$ cat src/hdl/assert_macros.svh
// Assertion macros used by the scheduler table RTL.
`ifndef ASSERT_MACROS_SVH
`define ASSERT_MACROS_SVH

`ifndef SYNTHESIS

// Condition must hold at every rising clock edge outside reset.
`define ASSERT_ALWAYS(lbl, clk, rst, cond) \
   lbl: assert property (@(posedge clk) disable iff (rst) (cond)) \
      else $error("assertion failed: condition does not hold");

// Consequent must hold in the same cycle as the antecedent.
`define ASSERT_IMPLY(lbl, clk, rst, ante, cons) \
   lbl: assert property (@(posedge clk) disable iff (rst) (ante) |-> (cons)) \
      else $error("assertion failed: implication does not hold");

// Consequent must hold in the cycle after the antecedent.
`define ASSERT_NEXT(lbl, clk, rst, ante, cons) \
   lbl: assert property (@(posedge clk) disable iff (rst) (ante) |=> (cons)) \
      else $error("assertion failed: next-cycle implication does not hold");

`else

`define ASSERT_ALWAYS(lbl, clk, rst, cond)
`define ASSERT_IMPLY(lbl, clk, rst, ante, cons)
`define ASSERT_NEXT(lbl, clk, rst, ante, cons)

`endif

`endif

$ cat src/hdl/tts_pkg.sv
// Types and constants of the tick task scheduler table.
package tts_pkg;

   localparam int TASK_SLOTS  = 8;
   localparam int SLOT_W      = (TASK_SLOTS > 1) ? $clog2(TASK_SLOTS) : 1;
   localparam int MAX_RESULTS = 8;
   localparam int SENT_W      = $clog2(MAX_RESULTS + 1);
   localparam int RSP_SLOT_W  = 4;
   localparam int TAG_W       = 8;
   localparam int TIME_W      = 16;
   localparam int PEND_W      = 8;

   typedef enum logic [1:0] {
      CMD_ADD      = 2'd0,
      CMD_DELETE   = 2'd1,
      CMD_TICK     = 2'd2,
      CMD_DISPATCH = 2'd3
   } cmd_type;

   typedef enum logic [2:0] {
      KIND_ADDED     = 3'd0,
      KIND_FULL      = 3'd1,
      KIND_DELETED   = 3'd2,
      KIND_BAD_INDEX = 3'd3,
      KIND_TICKED    = 3'd4,
      KIND_RUN       = 3'd5,
      KIND_NONE_DUE  = 3'd6
   } kind_type;

   typedef struct packed {
      logic [TAG_W-1:0]  tag;
      logic [TIME_W-1:0] delay;
      logic [TIME_W-1:0] period;
      logic [PEND_W-1:0] pending;
   } slot_entry_type;

endpackage

$ cat src/hdl/tick_task_scheduler_table.sv
// Tick task scheduler table: slot memory with read-modify-write walk.
// Add and delete: accepted every cycle while idle, result registered for the next cycle; busy stays low.
// Tick and dispatch: busy for the whole walk; each cycle the walk reads one slot
// and writes back the one read before, up to the last slot.
// Dispatch with nothing due answers in the next cycle; the receiver cannot stall.
// Synchronous reset frees all slots (occupied and due flags cleared).
`include "assert_macros.svh"

module tick_task_scheduler_table
   import tts_pkg::*;
(
   input  logic                  clock,
   input  logic                  reset,
   input  logic                  start,
   output logic                  busy,
   input  logic [1:0]            req_cmd,
   input  logic [TAG_W-1:0]      req_task_tag,
   input  logic [TIME_W-1:0]     req_start_delay,
   input  logic [TIME_W-1:0]     req_repeat_period,
   input  logic [2:0]            req_slot_index,
   output logic                  rsp_strobe,
   output logic [2:0]            rsp_kind,
   output logic [RSP_SLOT_W-1:0] rsp_slot,
   output logic [TAG_W-1:0]      rsp_run_tag,
   output logic                  rsp_last
);

   localparam logic [SLOT_W-1:0]     LAST_SLOT = SLOT_W'(TASK_SLOTS - 1);
   localparam logic [RSP_SLOT_W-1:0] FULL_SLOT = RSP_SLOT_W'(TASK_SLOTS);
   localparam logic [SENT_W-1:0]     SENT_MAX  = SENT_W'(MAX_RESULTS);
   localparam logic [SENT_W-1:0]     SENT_LAST = SENT_W'(MAX_RESULTS - 1);

   typedef enum logic {
      ST_IDLE,
      ST_WALK
   } state_type;

   // slot memory and its registered read port
   slot_entry_type slot_mem [TASK_SLOTS];
   slot_entry_type rd_data_ff;

   state_type               state_ff, state_in;
   cmd_type                 op_ff, op_in;
   logic [SLOT_W-1:0]       rd_ptr_ff, rd_ptr_in;
   logic                    issue_ff, issue_in;
   logic                    s2_vld_ff, s2_vld_in;
   logic [SLOT_W-1:0]       s2_idx_ff, s2_idx_in;
   logic [TASK_SLOTS-1:0]   occ_ff, occ_in;
   logic [TASK_SLOTS-1:0]   due_ff, due_in;
   logic [SENT_W-1:0]       sent_ff, sent_in;
   logic                    rsp_strobe_ff, rsp_strobe_in;
   kind_type                rsp_kind_ff, rsp_kind_in;
   logic [RSP_SLOT_W-1:0]   rsp_slot_ff, rsp_slot_in;
   logic [TAG_W-1:0]        rsp_tag_ff, rsp_tag_in;
   logic                    rsp_last_ff, rsp_last_in;

   logic                    mem_wr_en;
   logic [SLOT_W-1:0]       mem_wr_addr;
   slot_entry_type          mem_wr_data;
   logic                    mem_rd_en;

   logic [SLOT_W-1:0]       free_idx;
   logic                    any_free;
   logic [TASK_SLOTS-1:0]   due_above;
   logic                    bad_index;
   logic [SLOT_W-1:0]       del_idx;
   cmd_type                 req_op;
   slot_entry_type          entry_mod;
   logic                    add_del_acc;
   logic                    tick_last;

   assign req_op    = cmd_type'(req_cmd);
   assign bad_index = (int'(req_slot_index) >= TASK_SLOTS);
   assign del_idx   = SLOT_W'(req_slot_index);
   assign mem_rd_en = (state_ff == ST_WALK) && issue_ff;

   // find the lowest free slot
   always_comb begin
      free_idx = '0;
      any_free = 1'b0;
      for (int j = TASK_SLOTS - 1; j >= 0; j--) begin
         if (!occ_ff[j]) begin
            free_idx = SLOT_W'(j);
            any_free = 1'b1;
         end
      end
   end

   // mark due slots past the one in the modify stage
   always_comb begin
      for (int j = 0; j < TASK_SLOTS; j++) begin
         due_above[j] = occ_ff[j] && due_ff[j] && (j > int'(s2_idx_ff));
      end
   end

   // next state, flags, memory write and result
   always_comb begin
      state_in      = state_ff;
      op_in         = op_ff;
      rd_ptr_in     = rd_ptr_ff;
      issue_in      = issue_ff;
      s2_vld_in     = mem_rd_en;
      s2_idx_in     = rd_ptr_ff;
      occ_in        = occ_ff;
      due_in        = due_ff;
      sent_in       = sent_ff;
      rsp_strobe_in = 1'b0;
      rsp_kind_in   = KIND_ADDED;
      rsp_slot_in   = '0;
      rsp_tag_in    = '0;
      rsp_last_in   = 1'b0;
      mem_wr_en     = 1'b0;
      mem_wr_addr   = s2_idx_ff;
      mem_wr_data   = rd_data_ff;
      entry_mod     = rd_data_ff;

      case (state_ff)
         ST_IDLE: begin
            if (start) begin
               case (req_op)
                  CMD_ADD: begin
                     rsp_strobe_in = 1'b1;
                     rsp_last_in   = 1'b1;
                     if (any_free) begin
                        mem_wr_en           = 1'b1;
                        mem_wr_addr         = free_idx;
                        mem_wr_data.tag     = req_task_tag;
                        mem_wr_data.delay   = req_start_delay;
                        mem_wr_data.period  = req_repeat_period;
                        mem_wr_data.pending = '0;
                        occ_in[free_idx]    = (req_task_tag != '0);
                        due_in[free_idx]    = 1'b0;
                        rsp_kind_in         = KIND_ADDED;
                        rsp_slot_in         = RSP_SLOT_W'(free_idx);
                     end else begin
                        rsp_kind_in = KIND_FULL;
                        rsp_slot_in = FULL_SLOT;
                     end
                  end
                  CMD_DELETE: begin
                     rsp_strobe_in = 1'b1;
                     rsp_last_in   = 1'b1;
                     rsp_slot_in   = RSP_SLOT_W'(req_slot_index);
                     if (bad_index) begin
                        rsp_kind_in = KIND_BAD_INDEX;
                     end else begin
                        occ_in[del_idx] = 1'b0;
                        due_in[del_idx] = 1'b0;
                        rsp_kind_in     = KIND_DELETED;
                     end
                  end
                  CMD_TICK: begin
                     state_in  = ST_WALK;
                     op_in     = CMD_TICK;
                     rd_ptr_in = '0;
                     issue_in  = 1'b1;
                  end
                  CMD_DISPATCH: begin
                     if ((occ_ff & due_ff) == '0) begin
                        rsp_strobe_in = 1'b1;
                        rsp_kind_in   = KIND_NONE_DUE;
                        rsp_last_in   = 1'b1;
                     end else begin
                        state_in  = ST_WALK;
                        op_in     = CMD_DISPATCH;
                        rd_ptr_in = '0;
                        issue_in  = 1'b1;
                        sent_in   = '0;
                     end
                  end
                  default: begin
                     state_in = ST_IDLE;
                  end
               endcase
            end
         end

         ST_WALK: begin
            // advance the read pointer, stop after the last slot
            if (issue_ff) begin
               if (rd_ptr_ff == LAST_SLOT) begin
                  issue_in = 1'b0;
               end else begin
                  rd_ptr_in = rd_ptr_ff + 1'b1;
               end
            end

            // modify the slot read last cycle and write it back
            if (s2_vld_ff) begin
               if (op_ff == CMD_TICK) begin
                  if (occ_ff[s2_idx_ff]) begin
                     mem_wr_en = 1'b1;
                     if (rd_data_ff.delay == '0) begin
                        if (rd_data_ff.pending != '1) begin
                           entry_mod.pending = rd_data_ff.pending + 1'b1;
                        end
                        if (rd_data_ff.period != '0) begin
                           entry_mod.delay = rd_data_ff.period - 1'b1;
                        end
                        due_in[s2_idx_ff] = 1'b1;
                     end else begin
                        entry_mod.delay = rd_data_ff.delay - 1'b1;
                     end
                     mem_wr_data = entry_mod;
                  end
               end else begin
                  if (occ_ff[s2_idx_ff] && due_ff[s2_idx_ff] && (sent_ff != SENT_MAX)) begin
                     rsp_strobe_in     = 1'b1;
                     rsp_kind_in       = KIND_RUN;
                     rsp_slot_in       = RSP_SLOT_W'(s2_idx_ff);
                     rsp_tag_in        = rd_data_ff.tag;
                     rsp_last_in       = (sent_ff == SENT_LAST) || (due_above == '0);
                     sent_in           = sent_ff + 1'b1;
                     entry_mod.pending = rd_data_ff.pending - 1'b1;
                     mem_wr_en         = 1'b1;
                     mem_wr_data       = entry_mod;
                     if (rd_data_ff.period == '0) begin
                        occ_in[s2_idx_ff] = 1'b0;
                        due_in[s2_idx_ff] = 1'b0;
                     end else begin
                        due_in[s2_idx_ff] = (rd_data_ff.pending != PEND_W'(1));
                     end
                  end
               end

               // finish the walk on the last slot
               if (s2_idx_ff == LAST_SLOT) begin
                  state_in = ST_IDLE;
                  if (op_ff == CMD_TICK) begin
                     rsp_strobe_in = 1'b1;
                     rsp_kind_in   = KIND_TICKED;
                     rsp_slot_in   = '0;
                     rsp_last_in   = 1'b1;
                  end
               end
            end
         end

         default: begin
            state_in = ST_IDLE;
         end
      endcase
   end

   // slot memory: one write and one registered read per cycle
   always_ff @(posedge clock) begin
      if (mem_wr_en) begin
         slot_mem[mem_wr_addr] <= mem_wr_data;
      end
      if (mem_rd_en) begin
         rd_data_ff <= slot_mem[rd_ptr_ff];
      end
   end

   // state, flags and registered outputs
   always_ff @(posedge clock) begin
      if (reset) begin
         state_ff      <= ST_IDLE;
         op_ff         <= CMD_TICK;
         rd_ptr_ff     <= '0;
         issue_ff      <= 1'b0;
         s2_vld_ff     <= 1'b0;
         s2_idx_ff     <= '0;
         occ_ff        <= '0;
         due_ff        <= '0;
         sent_ff       <= '0;
         rsp_strobe_ff <= 1'b0;
         rsp_kind_ff   <= KIND_ADDED;
         rsp_slot_ff   <= '0;
         rsp_tag_ff    <= '0;
         rsp_last_ff   <= 1'b0;
      end else begin
         state_ff      <= state_in;
         op_ff         <= op_in;
         rd_ptr_ff     <= rd_ptr_in;
         issue_ff      <= issue_in;
         s2_vld_ff     <= s2_vld_in;
         s2_idx_ff     <= s2_idx_in;
         occ_ff        <= occ_in;
         due_ff        <= due_in;
         sent_ff       <= sent_in;
         rsp_strobe_ff <= rsp_strobe_in;
         rsp_kind_ff   <= rsp_kind_in;
         rsp_slot_ff   <= rsp_slot_in;
         rsp_tag_ff    <= rsp_tag_in;
         rsp_last_ff   <= rsp_last_in;
      end
   end

   assign busy        = (state_ff != ST_IDLE);
   assign rsp_strobe  = rsp_strobe_ff;
   assign rsp_kind    = rsp_kind_ff;
   assign rsp_slot    = rsp_slot_ff;
   assign rsp_run_tag = rsp_tag_ff;
   assign rsp_last    = rsp_last_ff;

   // conditions watched by the checks below
   assign add_del_acc = start && !busy && ((req_op == CMD_ADD) || (req_op == CMD_DELETE));
   assign tick_last   = (state_ff == ST_WALK) && s2_vld_ff && (s2_idx_ff == LAST_SLOT) &&
                        (op_ff == CMD_TICK);

   // a slot can only be due while it is occupied
   `ASSERT_ALWAYS(a_due_needs_occ, clock, reset, (due_ff & ~occ_ff) == '0)

   // write-back never hits the slot being read in the same cycle
   `ASSERT_IMPLY(a_no_rw_clash, clock, reset, mem_wr_en && mem_rd_en, mem_wr_addr != rd_ptr_ff)

   // add and delete answer in the next cycle with a single final item
   `ASSERT_NEXT(a_single_rsp, clock, reset, add_del_acc, rsp_strobe && rsp_last)

   // the tick walk ends with a ticked item
   `ASSERT_NEXT(a_tick_done, clock, reset, tick_last, rsp_strobe && (rsp_kind == KIND_TICKED) && rsp_last)

endmodule

$ cat config.mk
export PLATFORM = sky130hd
export DESIGN_NAME = tick_task_scheduler_table
export DESIGN_NICKNAME = d
export VERILOG_FILES = /design/src/hdl/tts_pkg.sv /design/src/hdl/tick_task_scheduler_table.sv
export VERILOG_INCLUDE_DIRS = /design/src /design/src/hdl
export SDC_FILE = /design/constraint.sdc
export NUM_CORES = 1
export LEC_CHECK = 0
export BUFFER_PORTS_ARGS = -buffer_cell sky130_fd_sc_hd__buf_2
export CAP_MARGIN = 25
export CORE_MARGIN = 2
export CORE_UTILIZATION = 40
export CTS_BUF_LIST = sky130_fd_sc_hd__clkbuf_8
export DETAILED_ROUTE_END_ITERATION = 12
export PLACE_DENSITY = 0.58
export SLEW_MARGIN = 30
export SYNTH_ARGS = -nofsm -noshare
export SYNTH_HDL_FRONTEND = slang
export SYNTH_SLANG_ARGS = --single-unit
$ cat constraint.sdc
create_clock -name clock -period 13.65 [get_ports clock]
set_input_delay 2.73 -clock clock [delete_from_list [all_inputs] [get_ports clock]]
set_output_delay 2.73 -clock clock [all_outputs]
set_load 0.1 [all_outputs]
==> flow_metrics.py, run 1 <==
metrics = {
    "critical_path": {
        "crit_start": "req_cmd[1]",
        "worstPathRequired_ps": 13930,
        "path_depth": 9,
        "endpoint_kind": "flop",
        "critPathBufInv": 3,
        "critPathMaxStageDelay_ps": 740,
        "reg2reg_setup_slack_ps": 8750,
        "reg2reg_to": "slot_mem[1][36]$_DFFE_PP_",
        "cp_cell_sequence": "buf_2 > nor2_1 > o211ai_1 > buf_4 > nor2_4 > a21o_1 > nand2_1 > nor2_4 > buf_4",
        "crit_family": "simple AND/OR/NAND/NOR gates",
        "r2r_cells": 7,
        "worstSetupPathType": "in -> reg",
        "crit_fanout": 26,
        "endpoint": "slot_mem[1][36]$_DFFE_PP_",
        "startpoint_type": "input port",
        "r2r_start": "s2_idx_ff[2]$_SDFF_PP0_",
        "crit_arrival_ps": 5610,
        "cpMaxStageDelayCell": "nor2_4",
    },
    "yosys": {
        "avgSynthCellArea_sq_um": 15.0,
        "ys_types": 76,
        "synthCells": 1402,
        "synth_top_area_cell": "edfxtp_1",
        "synth_seq_cells": 479,
        "yosys_warnings": 0,
        "async_reset_ff_frac": 0,
        "synth_area_leaders": "edfxtp_1, mux4_2, dfxtp_1, mux2_2, nand2_1",
        "synth-edff-count": 432,
        "synth_ff_type": "edfxtp_1",
        "syn_area_sq_um": 21100,
        "yosys.area.top_type_share": 0.615,
        "synth.net_count": 1459,
        "ys_seq_area_frac": 0.660,
    },
    "routing": {
        "wl_per_cell_um": 24.0,
        "route.detailed.drc": 0,
        "antenna_left": 0,
        "vias": 13100,
        "via_per_inst": 5.83,
        "dr.first_iter.drc_count": 1264,
        "firstDrtPassIters": 6,
        "drt_wl_total_um": 54000,
    },
    "timing": {
        "hold_viol": 0,
        "drv_slew": 0,
        "rsz0062_at_grt": "false",
        "fin_worst_skew_ps": 58.8,
        "finalSetupTns_ps": 0,
        "fin_crit_ps": 5320,
        "max-slew-margin-rel": 0.354,
        "finalCritPeriodShare": 0.390,
        "worst_pin_slew_ps": 967,
        "fmax_mhz": 188,
        "setup_viol": 0,
    },
    "global_routing": {
        "antenna_found_initial": 1,
        "grt_use_met2": 0.317,
        "grtUsageMet3": 0.0454,
        "grt_max_degree": 52,
        "grt_pass1_wl_um": 81000,
        "grt_usage": 0.200,
        "grt_pass1_vias": 13000,
        "grt_busiest_layer": "met2",
        "grt_use_met1": 0.271,
        "overflow": 0,
    },
    "cts": {
        "hold_buffers": 0,
        "h-tree-depth": 3,
        "cts_buffers": 81,
        "cts-root-buf": "clkbuf_8",
        "clkSinkCount": 479,
        "clkTransAtPathRegs_ps": 50,
        "tritoncts": "yes",
        "cts.repair.resized": 0,
        "cts_max_path_buffers": 3,
        "insertion_delay_ps": 670,
        "post_cts_buffers": 0,
    },
    "final_layout": {
        "regArea_sq_um": 13900,
        "layout_common_cells": "edfxtp_1, nand2_1, mux4_2",
        "final_nets": 1550,
        "final_common_cell": "edfxtp_1",
        "syn_to_final_growth_pct": 12.9,
        "final.fill_count": 4665,
        "diodes": 0,
        "multi_input_comb_area_sq_um": 6830,
        "final_cells": 2244,
        "postLayoutCoreUtil": 0.455,
        "drive_gt1_frac": 0.249,
    },
    "min_path": {
        "min-delay-start": "issue_ff$_SDFFE_PP0P_",
        "hp-class": "reg -> reg",
    },
    "power": {
        "ir_worst_vdd_mv": 0.0787,
        "leakage_nw": 7.77,
        "power_density_nw_per_um2": 123,
    },
    "placement": {
        "routabilityCongestion": 0.950,
        "dp.cells": 2096,
        "hpwl_um": 32200,
        "port_buffers": 65,
    },
    "die": {
        "io_pins": 66,
        "die_width_um": 234,
        "fp-row-count": 84,
        "die_area_sq_um": 54500,
        "core-area_sq_um": 52300,
        "die_h_um": 234,
        "start_util": 0.403,
    },
    "outcome": {
        "status": "finished clean",
    },
    "job": {
        "maxCapViolations": 0,
    },
}
power by group:
group	total (mW)	internal [mW]	switching, mW
Combinational	0.106	0.0340	0.0715
Sequential	1.61	1.60	0.00685
Clock	1.22	0.644	0.574
Total	2.94	2.28	0.653
layout make-up:
class                      count  area share
clock buffer                  83      0.0480
clock inverter                63      0.0160
inverter                      27     0.00431
multi-input combinational    810       0.287
sequential                   479       0.585
tap                          688      0.0362
timing repair buffer          94      0.0240
sequential cells by signal (all words and copies together), names as in the netlist:
| name | count |
|---|---|
| due_ff | 8 |
| busy | 1 |
| issue_ff | 1 |
| rsp_strobe | 1 |
| rd_ptr_ff | 3 |
| rd_data_ff | 24 |
| rsp_kind | 3 |
| s2_idx_ff | 3 |
| rsp_slot | 4 |
| occ_ff | 8 |
| op_ff | 1 |
| s2_vld_ff | 1 |
| sent_ff | 4 |
| entry_mod | 24 |
| rsp_last | 1 |
| slot_mem | 384 |
| rsp_run_tag | 8 |
Yosys cell counts (9+ instances only):
cell / count
a21oi_1: 38
a22o_1: 10
a31oi_1: 23
and3_1: 18
buf_1: 17
clkbuf_1: 63
dfxtp_1: 47
edfxtp_1: 432
ha_1: 9
inv_1: 27
mux2_2: 56
mux2i_1: 15
mux4_2: 96
nand2_1: 153
nand3_1: 38
nand4_1: 13
nor2_1: 54
nor2b_1: 16
nor3_1: 18
nor4_1: 14
o211ai_1: 11
o21ai_0: 41
o221ai_1: 9
or3_1: 17
xor2_1: 10
worst register-to-register path, delay by kind of cell, from the launching register on:
kind            cells  cell delay (ps)
simple gates        4             2310
flops               1              930
compound gates      2              740
buf+inv             1              570
worst min path at each step:
stage | slack, ps | end | depth (start not counted)
3_5_place_dp | 450 | issue_ff$_SDFFE_PP0P_ | 2
2_1_floorplan | 430 | issue_ff$_SDFFE_PP0P_ | 2
6_report | 460 | issue_ff$_SDFFE_PP0P_ | 2
5_1_grt | 500 | issue_ff$_SDFFE_PP0P_ | 2
3_3_place_gp | 450 | issue_ff$_SDFFE_PP0P_ | 2
4_1_cts | 460 | issue_ff$_SDFFE_PP0P_ | 2
stage by stage:
| step | power [mW] | area [sq um] | worst slack [ps] | hold WS [ps] |
|---|---|---|---|---|
| global placement | 1.74 | 22200 | 7590 | 447 |
| global route | 3.04 | 23800 | 8180 | 502 |
| floorplan | 1.70 | 21100 | 5480 | 434 |
| finish | 2.94 | 23800 | 8330 | 457 |
| CTS | 2.97 | 23800 | 8300 | 460 |
| detailed placement | 1.75 | 22200 | 7610 | 447 |
per-layer routing:
layer,wire [um],vias up
met3,3590,115
met4,1640,2
li1,-,5789
met2,25400,466
met1,23300,6711
met5,12,-
cell families after synthesis:
logic type               Yosys count  share of synthesized area
buffers and inverters            113                     0.0208
AO/OA/AOI/OAI                    223                     0.0740
flip-flops                       479                      0.660
adder cells (fa/ha/maj)            9                    0.00534
AND/OR/NAND/NOR                  396                     0.0939
XOR/XNOR                          15                    0.00623
multiplexers                     167                      0.140
Power figures use the tool's default switching activity.
==> run 2, diff against run 1 <==
--- a/config.mk
+++ b/config.mk
@@ -6,13 +6,14 @@
 export SDC_FILE = /design/constraint.sdc
 export NUM_CORES = 1
 export LEC_CHECK = 0
+export ABC_AREA = 1
 export BUFFER_PORTS_ARGS = -buffer_cell sky130_fd_sc_hd__buf_2
 export CAP_MARGIN = 25
 export CORE_MARGIN = 2
 export CORE_UTILIZATION = 40
 export CTS_BUF_LIST = sky130_fd_sc_hd__clkbuf_8
 export DETAILED_ROUTE_END_ITERATION = 12
-export PLACE_DENSITY = 0.58
+export PLACE_DENSITY = 0.6
 export SLEW_MARGIN = 30
 export SYNTH_ARGS = -nofsm -noshare
 export SYNTH_HDL_FRONTEND = slang
==> constraint.sdc (replaced) <==
create_clock -name clock -period 4.55 [get_ports clock]
set_input_delay 0.91 -clock clock [delete_from_list [all_inputs] [get_ports clock]]
set_output_delay 0.91 -clock clock [all_outputs]
set_load 0.1 [all_outputs]
==> run 2 against run 1 <==
Net effect: global-route usage grew 0.57 points; area after synthesis grew 2.7%; first-iteration DRC count is 31% higher; largest cell class unchanged; critical path depth grew 4; die area rose by 2.6%; highest routed layer is now met4; clock-buffer cell count decreased by 1; critical path type is now reg -> reg.
==> flow_metrics.py, run 2 <==
metrics = {
    "global_routing": {
        "grt_max_degree": 108,
        "grt_pass1_vias": 15700,
        "grt_usage": 0.206,
        "grt_pass1_wl_um": 89400,
        "overflow": 0,
        "antenna_found_initial": 0,
    },
    "placement": {
        "dp_slack_ps": 866,
        "routabilityCongestion": 0.915,
        "dp.cells": 2831,
        "port_buffers": 65,
        "placed_area_sq_um": 22800,
        "hpwl_um": 34100,
    },
    "cts": {
        "insertion_delay_ps": 680,
        "cts.repair.resized": 0,
        "cts-root-buf": "clkbuf_8",
        "tritoncts": "yes",
        "h-tree-depth": 3,
        "post_cts_buffers": 0,
        "cts_buffers": 80,
        "clkTransAtPathRegs_ps": 60,
        "hold_buffers": 0,
        "clkSinkCount": 479,
        "cts_max_path_buffers": 3,
    },
    "routing": {
        "dr.first_iter.drc_count": 1656,
        "route.detailed.drc": 0,
        "drt_wl_total_um": 58200,
        "firstDrtPassIters": 5,
        "wl_per_cell_um": 19.6,
        "via_per_inst": 5.49,
        "antenna_left": 0,
        "vias": 16300,
    },
    "power": {
        "leakage_nw": 8.80,
        "ir_worst_vdd_mv": 0.266,
        "power_density_nw_per_um2": 367,
        "report.power.total_mw": 8.92,
    },
    "critical_path": {
        "endpoint": "slot_mem[3][25]$_DFFE_PP_",
        "crit_fanout": 27,
        "crit_start": "s2_idx_ff[0]$_SDFF_PP0_",
        "endpoint_kind": "flop",
        "worstPathRequired_ps": 4850,
        "startpoint_type": "flop",
        "reg2reg_setup_slack_ps": 1330,
        "crit_arrival_ps": 3520,
        "r2r_cells": 13,
        "r2r_start": "s2_idx_ff[0]$_SDFF_PP0_",
        "worstSetupPathType": "reg -> reg",
        "reg2reg_to": "slot_mem[3][25]$_DFFE_PP_",
    },
    "die": {
        "fp-row-count": 85,
        "die_h_um": 237,
        "io_pins": 66,
        "die_area_sq_um": 56000,
        "start_util": 0.404,
        "die_width_um": 237,
        "core-area_sq_um": 53600,
    },
    "yosys": {
        "async_reset_ff_frac": 0,
        "synth.net_count": 2202,
        "ys_types": 47,
        "synthCells": 2145,
        "synth_area_leaders": "edfxtp_1, nor2_1, o21ai_0, nand2_1, dfxtp_1",
        "synthMostInstantiatedCell": "nor2_1",
        "yosys.area.top_type_share": 0.600,
        "synth_top_area_cell": "edfxtp_1",
        "synth_common_cells": "nor2_1, edfxtp_1, nand2_1",
        "yosys_warnings": 0,
        "ys_seq_area_frac": 0.643,
        "avgSynthCellArea_sq_um": 10.1,
        "synth_seq_cells": 479,
        "synth-edff-count": 432,
        "syn_area_sq_um": 21600,
        "synth_ff_type": "edfxtp_1",
    },
    "job": {
        "maxCapViolations": 0,
    },
    "timing": {
        "drv_slew": 0,
        "finalCritPeriodShare": 0.708,
        "fin_crit_ps": 3220,
        "finalSetupTns_ps": 0,
        "rsz0062_at_grt": "false",
        "fmax_mhz": 311,
        "setup_viol": 0,
        "hold_viol": 0,
        "worst_pin_slew_ps": 1030,
        "max-slew-margin-rel": 0.309,
        "fin_worst_skew_ps": 38.5,
        "setup_ws_ps": 1330,
    },
    "final_layout": {
        "diodes": 0,
        "top_register": "slot_mem",
        "layout_common_cells": "nor2_1, edfxtp_1, nand2_1",
        "drive_gt1_frac": 0.112,
        "final_common_cell": "nor2_1",
        "syn_to_final_growth_pct": 12.2,
        "largest_reg_flops": 384,
        "final_cells": 2971,
        "final_cell_area_sq_um": 24300,
        "final_nets": 2274,
    },
    "min_path": {
        "hp-class": "reg -> reg",
        "min-delay-start": "entry_mod[40]$_DFFE_PP_",
    },
    "outcome": {
        "status": "finished clean",
    },
}
[run 2: layout make-up]
class	instances	area, sq um
Multi-Input combinational cell	1420	6820
Inverter	140	536
Clock inverter	58	345
Fill cell	5026	29300
Tap cell	696	871
Clock buffer	82	1130
Timing Repair Buffer	96	658
Sequential cell	479	13900
[run 2: worst min-delay path by stage]
stage,to,slack (ps),cells past startpoint
after floorplan,rsp_run_tag[0]$_SDFF_PP0_,450,2
after global placement,issue_ff$_SDFFE_PP0P_,460,2
after detailed placement,rsp_run_tag[3]$_SDFF_PP0_,480,2
after CTS,rsp_run_tag[0]$_SDFF_PP0_,480,2
after global routing,rsp_run_tag[0]$_SDFF_PP0_,490,2
final,rsp_run_tag[0]$_SDFF_PP0_,480,2
[run 2: kinds of logic after synthesis]
| group | count (synthesis) | share of synthesized area |
|---|---|---|
| adder cells (fa/ha/maj) | 9 | 0.00520 |
| AO/OA/AOI/OAI | 471 | 0.120 |
| XOR/XNOR | 22 | 0.00891 |
| AND/OR/NAND/NOR | 918 | 0.178 |
| buffers and inverters | 246 | 0.0448 |
| flip-flops | 479 | 0.643 |
[run 2: metrics by stage]
step           hold slack [ps]   util
2_1_floorplan              449      -
3_3_place_gp               464  0.425
3_5_place_dp               476  0.425
4_1_cts                    485  0.453
5_1_grt                    494  0.453
6_report                   476  0.453
[run 2: worst max-delay path: stages (launching register included)]
cell and delay, ps:
dfxtp_1 650, inv_2 240, nand2_1 120, nand2_1 50, nand3_1 70, nand2_2 70
nor2_4 220, nand3_4 200, nand2_1 140, nand3_1 110, nand2_1 160, nand3_1 190
nor2_4 140, buf_4 440
[run 2: layer usage]
metal / vias up / wire [um] / GRT usage
met2: 594 / 27200 / 0.330
met4: 0 / 1560 / 0.0756
met1: 7928 / 25800 / 0.283
li1: 7666 / - / -
met3: 109 / 3630 / 0.0343
met5: - / 0 / 0
[run 2: where the power goes]
group | internal [mW] | leakage [nW] | switching (mW)
Clock | 1.85 | 0.840 | 1.73
Combinational | 0.120 | 3.67 | 0.342
Sequential | 4.84 | 4.28 | 0.0290
==> run 3, diff against run 2 <==
--- a/config.mk
+++ b/config.mk
@@ -13,7 +13,7 @@
 export CORE_UTILIZATION = 40
 export CTS_BUF_LIST = sky130_fd_sc_hd__clkbuf_8
 export DETAILED_ROUTE_END_ITERATION = 12
-export PLACE_DENSITY = 0.6
+export PLACE_DENSITY = 0.58
 export SLEW_MARGIN = 30
 export SYNTH_ARGS = -nofsm -noshare
 export SYNTH_HDL_FRONTEND = slang
==> constraint.sdc (replaced) <==
create_clock -name clock -period 3.2 [get_ports clock]
set_input_delay 0.64 -clock clock [delete_from_list [all_inputs] [get_ports clock]]
set_output_delay 0.64 -clock clock [all_outputs]
set_load 0.1 [all_outputs]
==> run 3 against run 2 <==
Net effect: utilization rose by 0.68 points; largest power group unchanged; final area increased by 1.5%; via count rose by 0.71%; critical path type unchanged; clock-buffer cell count is 5 higher; setup slack got worse by 970 ps; critical path depth down 2.
==> flow_metrics.py, run 3 (synthesized netlist as in run 2, its figures left out) <==
metrics = {
    "global_routing": {
        "grt_usage": 0.216,
        "overflow": 0,
        "grt_busiest_layer": "met2",
        "grt_pass1_vias": 15800,
        "grt_use_met1": 0.286,
        "antenna_found_initial": 0,
        "grt_max_degree": 109,
        "grt_pass1_wl_um": 92800,
        "grtUsageMet3": 0.0395,
        "grt_use_met2": 0.353,
    },
    "die": {
        "core-area_sq_um": 53600,
        "fp-row-count": 85,
        "die_area_sq_um": 56000,
        "die_h_um": 237,
        "die_width_um": 237,
        "start_util": 0.404,
        "io_pins": 66,
    },
    "cts": {
        "clkTransAtPathRegs_ps": 70,
        "cts_buffers": 82,
        "h-tree-depth": 3,
        "clkSinkCount": 479,
        "hold_buffers": 0,
        "tritoncts": "yes",
        "cts-root-buf": "clkbuf_8",
        "insertion_delay_ps": 670,
        "cts_max_path_buffers": 3,
    },
    "timing": {
        "finalCritPeriodShare": 0.889,
        "worst_pin_slew_ps": 932,
        "fin_crit_ps": 2840,
        "fmax_mhz": 352,
        "max-slew-margin-rel": 0.372,
        "rsz0062_at_grt": "false",
        "hold_viol": 0,
        "setup_viol": 0,
        "finalSetupTns_ps": 0,
        "fin_worst_skew_ps": 37.7,
        "drv_slew": 0,
    },
    "final_layout": {
        "final_common_cell": "nor2_1",
        "final_cell_area_sq_um": 24600,
        "layout_common_cells": "nor2_1, edfxtp_1, nand2_1",
        "syn_to_final_growth_pct": 13.9,
        "top_register": "slot_mem",
        "final_nets": 2300,
        "largest_reg_flops": 384,
        "diodes": 0,
        "drive_gt1_frac": 0.121,
    },
    "routing": {
        "via_per_inst": 5.47,
        "vias": 16400,
        "wl_per_cell_um": 20.1,
        "route.detailed.drc": 0,
        "drt_wl_total_um": 60400,
        "firstDrtPassIters": 5,
        "dr.first_iter.drc_count": 1494,
        "antenna_left": 0,
    },
    "min_path": {
        "hp-class": "in -> reg",
        "hold_path_depth": 2,
    },
    "placement": {
        "hpwl_um": 36600,
        "port_buffers": 65,
        "placed_area_sq_um": 23100,
        "routabilityCongestion": 0.953,
    },
    "outcome": {
        "status": "finished clean",
    },
    "power": {
        "power_density_nw_per_um2": 528,
        "ir_worst_vdd_mv": 0.420,
        "leakage_nw": 8.99,
    },
    "job": {
        "maxCapViolations": 0,
    },
    "critical_path": {
        "worstSetupPathType": "reg -> reg",
        "endpoint_kind": "flop",
        "crit_arrival_ps": 3160,
        "worstPathRequired_ps": 3520,
        "r2r_cells": 11,
        "crit_fanout": 41,
        "startpoint_type": "flop",
    },
}
[run 3: report_power, final]
part	total (mW)	internal, mW	switching (mW)
registers	6.93	6.89	0.0465
clock network	5.40	2.85	2.54
logic	0.677	0.187	0.491
[run 3: layout make-up]
type | count | area (sq um)
clock buffer | 87 | 1200
clock inverter | 61 | 387
fill | 5121 | 29000
inverter | 140 | 534
multi-input combinational | 1420 | 6820
sequential | 479 | 13900
tap | 696 | 871
timing repair buffer | 120 | 913
[run 3: worst max-delay path, stage by stage (launching register included)]
cell and delay, ps:
dfxtp_1 530, inv_1 210, nand4_2 140, nand2_2 70, nor2_4 210, nand3_4 180
nand2_1 130, nand3_1 120, nand2_1 160, nand3_1 200, nor2_4 190, buf_12 310
[run 3: worst paths after layout]
kind | from | to | slack (ps)
worst max-delay path | s2_idx_ff[1]$_SDFF_PP0_ | slot_mem[2][15]$_DFFE_PP_ | 360
worst min register to register | issue_ff$_SDFFE_PP0P_ | issue_ff$_SDFFE_PP0P_ | 480
worst min-delay path | reset | occ_ff[2]$_SDFFE_PP0P_ | 370
worst max register to register | s2_idx_ff[1]$_SDFF_PP0_ | slot_mem[2][15]$_DFFE_PP_ | 360
[run 3: timing repair]
action | CTS | global route
buffers inserted | 0 | 0
gates resized for setup | 0 | 1
setup endpoints to repair | 0 | 8
[run 3: stage by stage]
stage / setup WS (ps) / hold WS (ps) / total power [mW] / std cells / utilization
2_1_floorplan: -81.2 / 449 / 7.48 / 2145 / -
3_3_place_gp: 252 / 463 / 7.72 / 2855 / 0.430
3_5_place_dp: 284 / 474 / 7.73 / 2855 / 0.430
4_1_cts: 256 / 334 / 13.1 / 3003 / 0.460
5_1_grt: 187 / 363 / 13.5 / 3003 / 0.460
6_report: 356 / 371 / 13.0 / 3003 / 0.460
[run 3: layer usage]
metal / share of wire / vias up / wire [um]
li1: - / 7734 / -
met1: 0.43 / 7982 / 26000
met2: 0.48 / 563 / 28800
met3: 0.060 / 133 / 3630
met4: 0.033 / 0 / 1990
met5: 0 / - / 0
